[src/rtl/ssfh_pkg.sv]
`timescale 1ns / 1ps
`default_nettype none

package ssfh_pkg;

    // control that travels with every pipeline slot
    typedef struct packed {
        logic vld;   // slot holds an item
        logic live;  // item can still produce a hit
    } t_ctl;

    localparam int CFG_IDX_W  = 3;
    localparam int MIN_DIST_W = 16;

    // configuration register indexes
    typedef enum logic [CFG_IDX_W-1:0] {
        REG_CENTER_X = 3'd0,
        REG_CENTER_Y = 3'd1,
        REG_CENTER_Z = 3'd2,
        REG_RADIUS   = 3'd3,
        REG_MIN_DIST = 3'd4
    } t_reg_idx;

    localparam logic [47:0]           RADIUS_RESET   = 48'd65536;
    localparam logic [MIN_DIST_W-1:0] MIN_DIST_RESET = 16'd1;

endpackage

`default_nettype wire

[src/rtl/ssfh_sqrt_cell.sv]
`timescale 1ns / 1ps
`default_nettype none

// one root bit of two square roots per cell, payload passes along
module ssfh_sqrt_cell
    import ssfh_pkg::*;
#(
    parameter int K   = 66,
    parameter int PLW = 135
) (
    input  wire logic                  i_clk,
    input  wire logic                  i_rst_n,
    input  wire logic                  i_en,
    input  wire t_ctl                  i_ctl,
    input  wire logic [1:0][2*K-1:0]   i_rad,
    input  wire logic [1:0][K+2:0]     i_rem,
    input  wire logic [1:0][K-1:0]     i_root,
    input  wire logic [PLW-1:0]        i_pay,
    output t_ctl                       o_ctl,
    output logic      [1:0][2*K-1:0]   o_rad,
    output logic      [1:0][K+2:0]     o_rem,
    output logic      [1:0][K-1:0]     o_root,
    output logic      [PLW-1:0]        o_pay
);

    localparam int RW = K + 3;

    t_ctl                   r_ctl;
    logic [1:0][2*K-1:0]    r_rad;
    logic [1:0][RW-1:0]     r_rem;
    logic [1:0][K-1:0]      r_root;
    logic [PLW-1:0]         r_pay;
    logic [1:0][2*K-1:0]    n_rad;
    logic [1:0][RW-1:0]     n_rem;
    logic [1:0][K-1:0]      n_root;

    // restoring step: bring down two bits, try root*4+1
    always_comb begin
        logic [RW-1:0] pre;
        logic [RW-1:0] trial;
        for (int l = 0; l < 2; l++) begin
            pre      = {i_rem[l][RW-3:0], i_rad[l][2*K-1:2*K-2]};
            trial    = {1'b0, i_root[l], 2'b01};
            n_rad[l] = i_rad[l] << 2;
            if (pre >= trial) begin
                n_rem[l]  = pre - trial;
                n_root[l] = {i_root[l][K-2:0], 1'b1};
            end else begin
                n_rem[l]  = pre;
                n_root[l] = {i_root[l][K-2:0], 1'b0};
            end
        end
    end

    always_ff @(posedge i_clk) begin
        if (!i_rst_n) begin
            r_ctl <= '0;
        end else if (i_en) begin
            r_ctl <= i_ctl;
        end
    end

    always_ff @(posedge i_clk) begin
        if (i_en) begin
            r_rad  <= n_rad;
            r_rem  <= n_rem;
            r_root <= n_root;
            r_pay  <= i_pay;
        end
    end

    assign o_ctl  = r_ctl;
    assign o_rad  = r_rad;
    assign o_rem  = r_rem;
    assign o_root = r_root;
    assign o_pay  = r_pay;

endmodule

`default_nettype wire

[config.mk]
export PLATFORM = sky130hd
export DESIGN_NAME = ssfh_sqrt_cell
export DESIGN_NICKNAME = d
export VERILOG_FILES = /design/src/rtl/ssfh_pkg.sv /design/src/rtl/ssfh_sqrt_cell.sv
export SDC_FILE = /design/constraint.sdc
export NUM_CORES = 1
export LEC_CHECK = 0
export BUFFER_PORTS_ARGS = -buffer_cell sky130_fd_sc_hd__buf_2
export CAP_MARGIN = 5
export CELL_PAD_IN_SITES_DETAIL_PLACEMENT = 0
export CELL_PAD_IN_SITES_GLOBAL_PLACEMENT = 2
export CORE_AREA = 2 2 517 519
export CTS_CLUSTER_DIAMETER = 150
export CTS_CLUSTER_SIZE = 10
export DETAILED_ROUTE_END_ITERATION = 12
export DIE_AREA = 0 0 519 521
export PLACE_DENSITY = 0.41
export SLEW_MARGIN = 20
export SYNTH_ARGS = -nofsm -noshare
export SYNTH_HDL_FRONTEND = slang
export SYNTH_SLANG_ARGS = --single-unit
[constraint.sdc]
create_clock -name i_clk -period 3.55 [get_ports i_clk]
set_input_delay 0.71 -clock i_clk [delete_from_list [all_inputs] [get_ports i_clk]]
set_output_delay 0.71 -clock i_clk [all_outputs]
set_load 0.05 [all_outputs]
==> results of run 1 <==
## worst reg2reg max path: cells and delay by family (launching register included)
family | cells | cell delay (ns)
and+or+nand+nor | 1 | 0.06
muxes | 1 | 0.13
DFF | 1 | 0.30
## placed cells by master, fill, tap and decap left out, types with 78 or more instances in the layout
cell	netlist	routed
buf_2	12	1334
edfxtp_1	665	665
buf_4	4	633
inv_1	193	187
a21oi_1	167	159
nand2_1	126	125
ha_1	136	124
o21ai_0	95	85
clkbuf_16	0	84
nor2_1	81	78
## worst paths after layout
kind / slack, ns / cells past startpoint / endpoint / startpoint
worst max-delay path: 0.04 / 17 / o_rem[8] / i_root[10]
worst min-delay path: 0.16 / 1 / o_rad[158] / i_rad[156]
worst max register to register: 2.94 / 2 / o_ctl[1] / o_ctl[1]
worst min register to register: 0.53 / 2 / o_ctl[0] / o_ctl[0]
## per-layer routing
metal	track usage, %	vias to the layer above	wire length (um)
li1	-	12638	-
met1	14.58	13624	72020
met2	29.83	1115	117400
met3	5.278	293	16700
met4	2.695	96	4377
met5	0	-	637
## registers in the layout, summed over array words and instances, names as in the netlist
register,count
o_ctl,2
o_root,132
o_rem,138
o_rad,260
o_pay,135
## cell type report
| class | instances | share of cell area (%) |
|---|---|---|
| tap | 3533 | 8.876 |
| timing repair buffer | 1987 | 23.72 |
| inverter | 194 | 1.505 |
| antenna | 32 | 0.1608 |
| sequential | 667 | 40.18 |
| clock buffer | 89 | 4.173 |
| clock inverter | 17 | 0.6080 |
| multi-input combinational | 1351 | 20.78 |
## through the flow
step	util (%)	setup TNS, ns	worst slack (ns)	cell area, sq um
floorplan	-	-7.734	-0.1472	31310
global route	18.81	-0.008567	-0.008567	49730
detailed placement	17.77	-122.26	-1.140	46980
CTS	18.72	0	0.01062	49490
finish	18.84	0	0.04304	49800
global placement	17.77	-123.44	-1.278	46980
## kinds of logic (layout without fill, tap and decap cells)
group / Yosys count / in the layout / share of synthesized area [%]
simple gates: 434 / 434 / 6.917
other cells: 1 / 36 / 0.01207
xor+xnor: 113 / 113 / 3.185
flops: 667 / 667 / 64.39
mux: 117 / 117 / 4.816
fa+ha+maj: 136 / 136 / 5.476
buf+inv: 281 / 2287 / 3.644
compound gates: 547 / 547 / 11.56
## power breakdown
part | internal, mW | switching, mW
combinational | 2.52 | 5.59
sequential | 9.58 | 0.268
clock | 4.41 | 3.81
## timing repair
action,in CTS,in global routing
endpoints found under the setup margin,90,103
gates cloned,0,2
setup buffers,0,5
pin swaps,3,6
resized for setup,24,35
==> flow_summary.toml, run 1 <==
[sta]
setup_violations = 0
fin_crit_ns = 3.507
period_share_pct = 98.79
hold-worst-slack_ns = 0.1579
slew_violations = 0
finalClockSkew_ns = 0
worstMarginPinSlew_ns = 0.7490
finalHoldViolCount = 0
maxSlewHeadroom_pct = 50.07
clock.fmax_ghz = 0.2851

[yosys]
synthDistinctLibCells = 85
synth_area_sq_mm = 0.03107
synth.largest_area_cell = "edfxtp_1"
yosys.cell_count.top_type = "edfxtp_1"
yosysSeqAreaShare_pct = 64.39
ys_ff_latch = 667
netlist.area_leader.share_pct = 64.26
synth_edf_count = 665
async_flop_share_pct = 0
yosys_warnings = 0
yosys-top-cells-area = "edfxtp_1 (64%), ha_1 (5.5%), a21oi_1 (2.7%), mux2_4 (2.6%), inv_1 (2.3%)"
synthCells = 2296
synth_top_cells_by_count = "edfxtp_1 (665), inv_1 (193), a21oi_1 (167), ha_1 (136), nand2_1 (126)"
syn_area_per_cell_sq_um = 13.53
ys.flop_type = "edfxtp_1"

[drt]
drtIter0Drc = 1486
via_per_inst = 3.528
antenna_left = 0
wirelength_mm = 211.1
drc_errors = 0
wl_per_cell_um = 26.82
num_vias = 27766
firstDrtPassIters = 5

[floorplan]
num_rows = 189
dieArea_sq_mm = 0.2704
die_x_um = 519
core_sq_mm = 0.2644
die_h_um = 521
initial_core_util_pct = 11.75
io_pins = 1345

[clock_network]
clock_path_buffers = 3
holdBufCountCts = 0
cts_root_buf = "clkbuf_16"
cts_buffers = 81
htree_levels = 3
tritoncts = "built"
insertion_delay_ns = 0.71
clock_sinks = 667
clk_pin_slew_ns = 0.06

[run_status]
outcome = "finished, final reports clean"

[worst_setup_path]
path_cells = "buf_2 -> inv_1 -> ha_2 -> nand2_1 -> o21ai_1 -> buf_4 -> nor3_1 -> buf_4 -> a211oi_4 -> buf_6 -> o2111ai_2 -> a211oi_2 -> nor2_1 -> a31o_2 -> and2_4 -> buf_12 -> mux2_2"
cp_top_family = "compound AO/OA/AOI/OAI gates"
cpMostUsedCell = "buf_4"
critPathSlowestCell = "ha_2"
crit_fanout = 30
cp-start-kind = "input pin"
critPathMaxStageDelay_ns = 0.39
end_kind = "register"
cp_data_required_time_ns = 3.96
critPathBufInv = 6
criticalPathCategory = "in2reg"
crit_arrival_ns = 3.92

[cells_and_area]
seqCellArea_sq_mm = 0.02001
fin_cells = 7870
fillers = 29427
area_delta_synth_final_pct = 60.26
multi_input_comb_area_sq_mm = 0.01035
drive_above_1_share_pct = 52.78
fin_nets = 5092

[hold_path]
hp-class = "in2reg"

[power_and_ir_drop]
power_density_mw_per_mm2 = 525.5
total_power_mw = 26.17
ir_worst_vdd_v = 0.0003602
power_leakage_nw = 21.62

[placement]
dp_hpwl_mm = 180.7
numPlacedInstances = 7725
port_buffers = 1336
gp_congestion = 0.8985

[global_routing]
grt_max_degree = 79
grt_pass1_wl_mm = 272.6
antenna_found_initial = 135
grt_pass1_vias = 29224
gr-total-overflow = 0
grt.total_usage_pct = 14.92

[job]
maxCapViolCount = 0
Power figures use the tool's default switching activity.
==> run 2, diff against run 1 <==
--- a/config.mk
+++ b/config.mk
@@ -14,7 +14,7 @@
 export CTS_CLUSTER_SIZE = 10
 export DETAILED_ROUTE_END_ITERATION = 12
 export DIE_AREA = 0 0 519 521
-export PLACE_DENSITY = 0.41
+export PLACE_DENSITY_LB_ADDON = 0.1
 export SLEW_MARGIN = 20
 export SYNTH_ARGS = -nofsm -noshare
 export SYNTH_HDL_FRONTEND = slang
==> flow_summary.toml, run 2 (synthesis results as in run 1) <==
[run_status]
outcome = "finished, final reports clean"

[global_routing]
grt_max_degree = 100
grt.total_usage_pct = 13.31
grt_pass1_wl_mm = 248.7
gr-total-overflow = 0
grt_pass1_vias = 28586
antenna_found_initial = 90

[worst_setup_path]
path_cells = "buf_2 -> inv_1 -> ha_1 -> and4_1 -> nand2_2 -> a2bb2oi_4 -> a211oi_1 -> buf_4 -> o2111ai_4 -> a211oi_2 -> nor2_1 -> a31o_2 -> and2_4 -> buf_4 -> mux2_1"
criticalPathCategory = "in2reg"
critPathMaxStageDelay_ns = 0.35
cp_data_required_time_ns = 4.01
critPathSlowestCell = "ha_1"
cpMostUsedCell = "buf_4"
end_kind = "register"
crit_arrival_ns = 3.91
cp-start-kind = "input pin"
crit_fanout = 7

[job]
maxCapViolCount = 0

[sta]
fin_crit_ns = 3.448
setup_violations = 0
maxSlewHeadroom_pct = 50.14
finalHoldViolCount = 0
finalClockSkew_ns = 0
period_share_pct = 97.14
clock.fmax_ghz = 0.2900
slew_violations = 0
grt_setup_unrepaired = "yes"
worstMarginPinSlew_ns = 0.7400

[clock_network]
cts_buffers = 78
cts_root_buf = "clkbuf_16"
clock_path_buffers = 3
clk_pin_slew_ns = 0.07
clock_sinks = 667
holdBufCountCts = 0
htree_levels = 3
tritoncts = "built"
insertion_delay_ns = 0.72

[floorplan]
core_sq_mm = 0.2644
die_x_um = 519
initial_core_util_pct = 11.75
dieArea_sq_mm = 0.2704
num_rows = 189
die_h_um = 521
io_pins = 1345

[cells_and_area]
fin_cells = 7874
fillers = 29524
mostFrequentLayoutCell = "buf_2"
drive_above_1_share_pct = 52.50
fin_nets = 5119
multi_input_comb_area_sq_mm = 0.01025
largest_reg_flops = 260
layout_common_cells = "buf_2 (1335), edfxtp_1 (665), buf_4 (661)"
area_delta_synth_final_pct = 60.00
seqCellArea_sq_mm = 0.02001

[placement]
dp_hpwl_mm = 158.9
numPlacedInstances = 7761
port_buffers = 1336
gp_congestion = 0.7788

[drt]
via_per_inst = 3.381
num_vias = 26624
wl_per_cell_um = 23.76
drtIter0Drc = 1115
drc_errors = 0
wirelength_mm = 187.1
antenna_left = 0
firstDrtPassIters = 5

[hold_path]
hp-class = "in2reg"

[power_and_ir_drop]
power_leakage_nw = 21.68
power_density_mw_per_mm2 = 513.5
total_power_mw = 25.53
ir_worst_vdd_v = 0.0003230
==> run 2: cell types whose count changed in the layout (fill, tap and decap cells not counted), sizes merged <==
cell and delta:
buf +32, diode -19, clkbuf -5, bufinv -3, clkinvlp -1
==> run 2: worst max-delay path: cells and delay by family <==
family                   cells  cell delay [ns]
AO/OA/AOI/OAI                5             1.12
adder cells (fa/ha/maj)      1             0.35
buffers and inverters        4             0.63
multiplexers                 1             0.33
AND/OR/NAND/NOR              4             0.74
==> run 2: what timing repair did <==
action | CTS | global route
pin swaps | 0 | 1
resized for setup | 5 | 27
endpoints found under the setup margin | 63 | 70
hold endpoints to repair | 0 | 0
buffers inserted | 0 | 0
gates cloned | 0 | 1
==> run 2: metal layers <==
metal,track usage [%],part of all wire (%),routed length [um],vias up
li1,-,-,-,12654
met1,13.70,37,68510,12721
met2,25.67,54,100500,924
met3,4.628,7.5,14030,255
met4,2.663,1.9,3575,70
met5,0,0.24,451,-
==> run 2: layout make-up <==
cell class                 count  area share [%]
sequential                   667           40.24
timing repair buffer        2017           24.26
multi-input combinational   1351           20.61
tap                         3533           8.891
clock buffer                  86           3.986
inverter                     194           1.495
clock inverter                13          0.4454
antenna                       13         0.06543
==> run 2: power breakdown <==
group	internal, mW	leakage, nW	switching (mW)
combinational	2.52	14.1	5.36
sequential	9.58	6.52	0.268
clock	4.00	1.06	3.81
total	16.1	21.7	9.44
==> run 2: final timing paths <==
kind              depth (start not counted)  slack [ns]       start          to
hold reg to reg                           2        0.51    o_ctl[0]    o_ctl[0]
setup reg to reg                          2        2.96    o_ctl[0]    o_ctl[0]
hold / removal                            1        0.16  i_rad[102]  o_rad[104]
setup / recovery                         15        0.10   i_root[6]   o_rem[21]
==> run 2: stage by stage <==
stage	cell area [sq um]	setup slack, ns	util, %	setup TNS (ns)	hold WS, ns
6_report	49720	0.1016	18.81	0	0.1556
5_1_grt	49700	-0.01717	18.80	-0.01717	0.08380
4_1_cts	49530	0.002479	18.73	0	0.04071
3_5_place_dp	47300	-1.082	17.89	-106.53	0.5049
3_3_place_gp	47300	-1.211	17.89	-107.63	0.4978
2_1_floorplan	31310	-0.1472	-	-7.734	0.7429
==> run 3, diff against run 2 <==
==> constraint.sdc (replaced) <==
create_clock -name i_clk -period 3.55 [get_ports i_clk]
set_input_delay 0.355 -clock i_clk [delete_from_list [all_inputs] [get_ports i_clk]]
set_output_delay 0.355 -clock i_clk [all_outputs]
set_load 0.05 [all_outputs]
==> flow_summary.toml, run 3 (synthesis results as in run 1) <==
[global_routing]
busiest_layer = "met2"
gr-total-overflow = 0
grt_max_degree = 74
grt_pass1_vias = 31355
grt_pass1_wl_mm = 265.3
antenna_found_initial = 80
use_met2_pct = 26.23
gr-usage-met3_pct = 4.711
grt.total_usage_pct = 14.14
met1_usage_pct = 14.76

[placement]
port_buffers = 1336
gp_congestion = 0.7847
post-place-ws_ns = -0.7622
dp_hpwl_mm = 164.8

[power_and_ir_drop]
total_power_mw = 26.60
switching_power_mw = 9.790
power_density_mw_per_mm2 = 478.6
swShare_pct = 36.81
sequentialPowerShare_pct = 37.0
clkPwrFrac_pct = 31.2
power_frac_comb_pct = 31.8
power_leakage_nw = 23.97
intPower_mw = 16.81
ir_worst_vdd_v = 0.0003274

[sta]
setup_ws_ns = 0.06281
maxSlewHeadroom_pct = 39.15
worstMarginPinSlew_ns = 0.9044
clock.fmax_ghz = 0.2868
finalClockSkew_ns = 0
finalHoldViolCount = 0
slew_violations = 0
setup_violations = 0
period_share_pct = 98.23
fin_crit_ns = 3.487

[worst_setup_path]
rrSetupSlack_ns = 2.42
crit_end = "o_rem[74]"
cp-start-kind = "input pin"
criticalPathCategory = "in2reg"
reg2reg_depth = 3
cp-startpoint = "i_rem[75]"
crit_arrival_ns = 3.94
r2r_start = "o_ctl[1]"
end_kind = "register"
crit_fanout = 7
cp_data_required_time_ns = 4.00
r2r-end = "o_ctl[1]"

[hold_path]
min_from = "i_rem[21]"
hp-class = "in2reg"

[floorplan]
core_sq_mm = 0.2644
initial_core_util_pct = 11.75
die_h_um = 521
num_rows = 189
dieArea_sq_mm = 0.2704
die_x_um = 519
io_pins = 1345

[drt]
antenna_left = 0
firstDrtPassIters = 5
wirelength_mm = 199.2
num_vias = 28823
drc_errors = 0
via_per_inst = 3.415
drtIter0Drc = 1248
wl_per_cell_um = 23.60

[cells_and_area]
area_delta_synth_final_pct = 78.82
drive_above_1_share_pct = 44.56
fin_nets = 5662
layout_common_cells = "buf_2 (1334), edfxtp_1 (665), dlygate4sd3_1 (642)"
largest_reg_flops = 260
mostFrequentLayoutCell = "buf_2"

[clock_network]
clock_path_buffers = 3
cts_root_buf = "clkbuf_16"
clk_pin_slew_ns = 0.06
clock_sinks = 667
cts_buffers = 81
htree_levels = 3
tritoncts = "built"
insertion_delay_ns = 0.75

[job]
maxCapViolCount = 0

[run_status]
outcome = "finished, final reports clean"
run 3: cell count changes in the layout (fill, tap and decap cells not counted), sizes merged:
cell and delta:
diode +12, bufinv +2, clkbuf +9, clkinv +3, inv +2, buf -104
dlygate4sd3 +642, clkinvlp -1
run 3: cell type report:
type | instances | area (sq um)
fillers | 29301 | 208800
flip-flops and latches | 667 | 20010
repair buffers | 2557 | 17800
multi-input cells | 1351 | 10160
well taps | 3533 | 4420
clock buffers | 93 | 2072
inverters | 194 | 733.2
clock inverters | 19 | 310.3
diodes | 25 | 62.56
run 3: power by group through the flow:
stage / Sequential (mW) / Combinational [mW] / Clock [mW]
after detailed placement: 10.0 / 7.98 / 0
after floorplan: 12.6 / 1.80 / 0
final: 9.84 / 8.46 / 8.29
after global placement: 10.0 / 8.04 / 0
after CTS: 9.87 / 8.63 / 8.87
after global routing: 9.92 / 9.03 / 9.04
run 3: stage by stage:
stage,TNS (ns),area (sq um),util (%),hold WS (ns),std cells
3_3_place_gp,-60.83,46320,17.52,0.4987,7650
5_1_grt,-0.02894,55540,21.01,0.04859,8428
4_1_cts,0,55130,20.85,0.004147,8404
2_1_floorplan,0,31090,-,0.4539,2299
3_5_place_dp,-61.23,46320,17.52,0.5084,7650
6_report,0,55570,21.02,0.07862,8439
run 3: how the worst min path moves through the flow:
stage	end	cells after the start	slack, ns
2_1_floorplan	o_pay[0]	0	0.45
3_3_place_gp	o_ctl[1]	2	0.50
3_5_place_dp	o_ctl[1]	2	0.51
4_1_cts	o_rem[32]	3	0.004
5_1_grt	o_rem[32]	3	0.05
6_report	o_rem[23]	4	0.08
run 3: what timing repair did:
action	in CTS	in global routing
hold endpoints to repair	643	0
gates resized for setup	0	47
hold buffers	642	0
setup buffers	0	6
setup endpoints to repair	0	128
run 3: critical path, stage by stage:
cell and delay, ns:
dlygate4sd3_1 0.54, buf_2 0.15, ha_4 0.24, a21oi_2 0.14, and3b_1 0.20, a21oi_2 0.12
or3b_4 0.46, o2111ai_4 0.23, buf_12 0.14, a21oi_4 0.06, o21ai_4 0.14, nand2_2 0.09
a221oi_4 0.31, clkinv_4 0.09, buf_12 0.17, clkbuf_16 0.19, mux2_4 0.30
run 3: layer usage:
layer	share of wire, %	up-vias
met4	3.5	60
met2	52	941
met1	37	13795
li1	-	13763
met3	7.2	264
met5	0.19	-
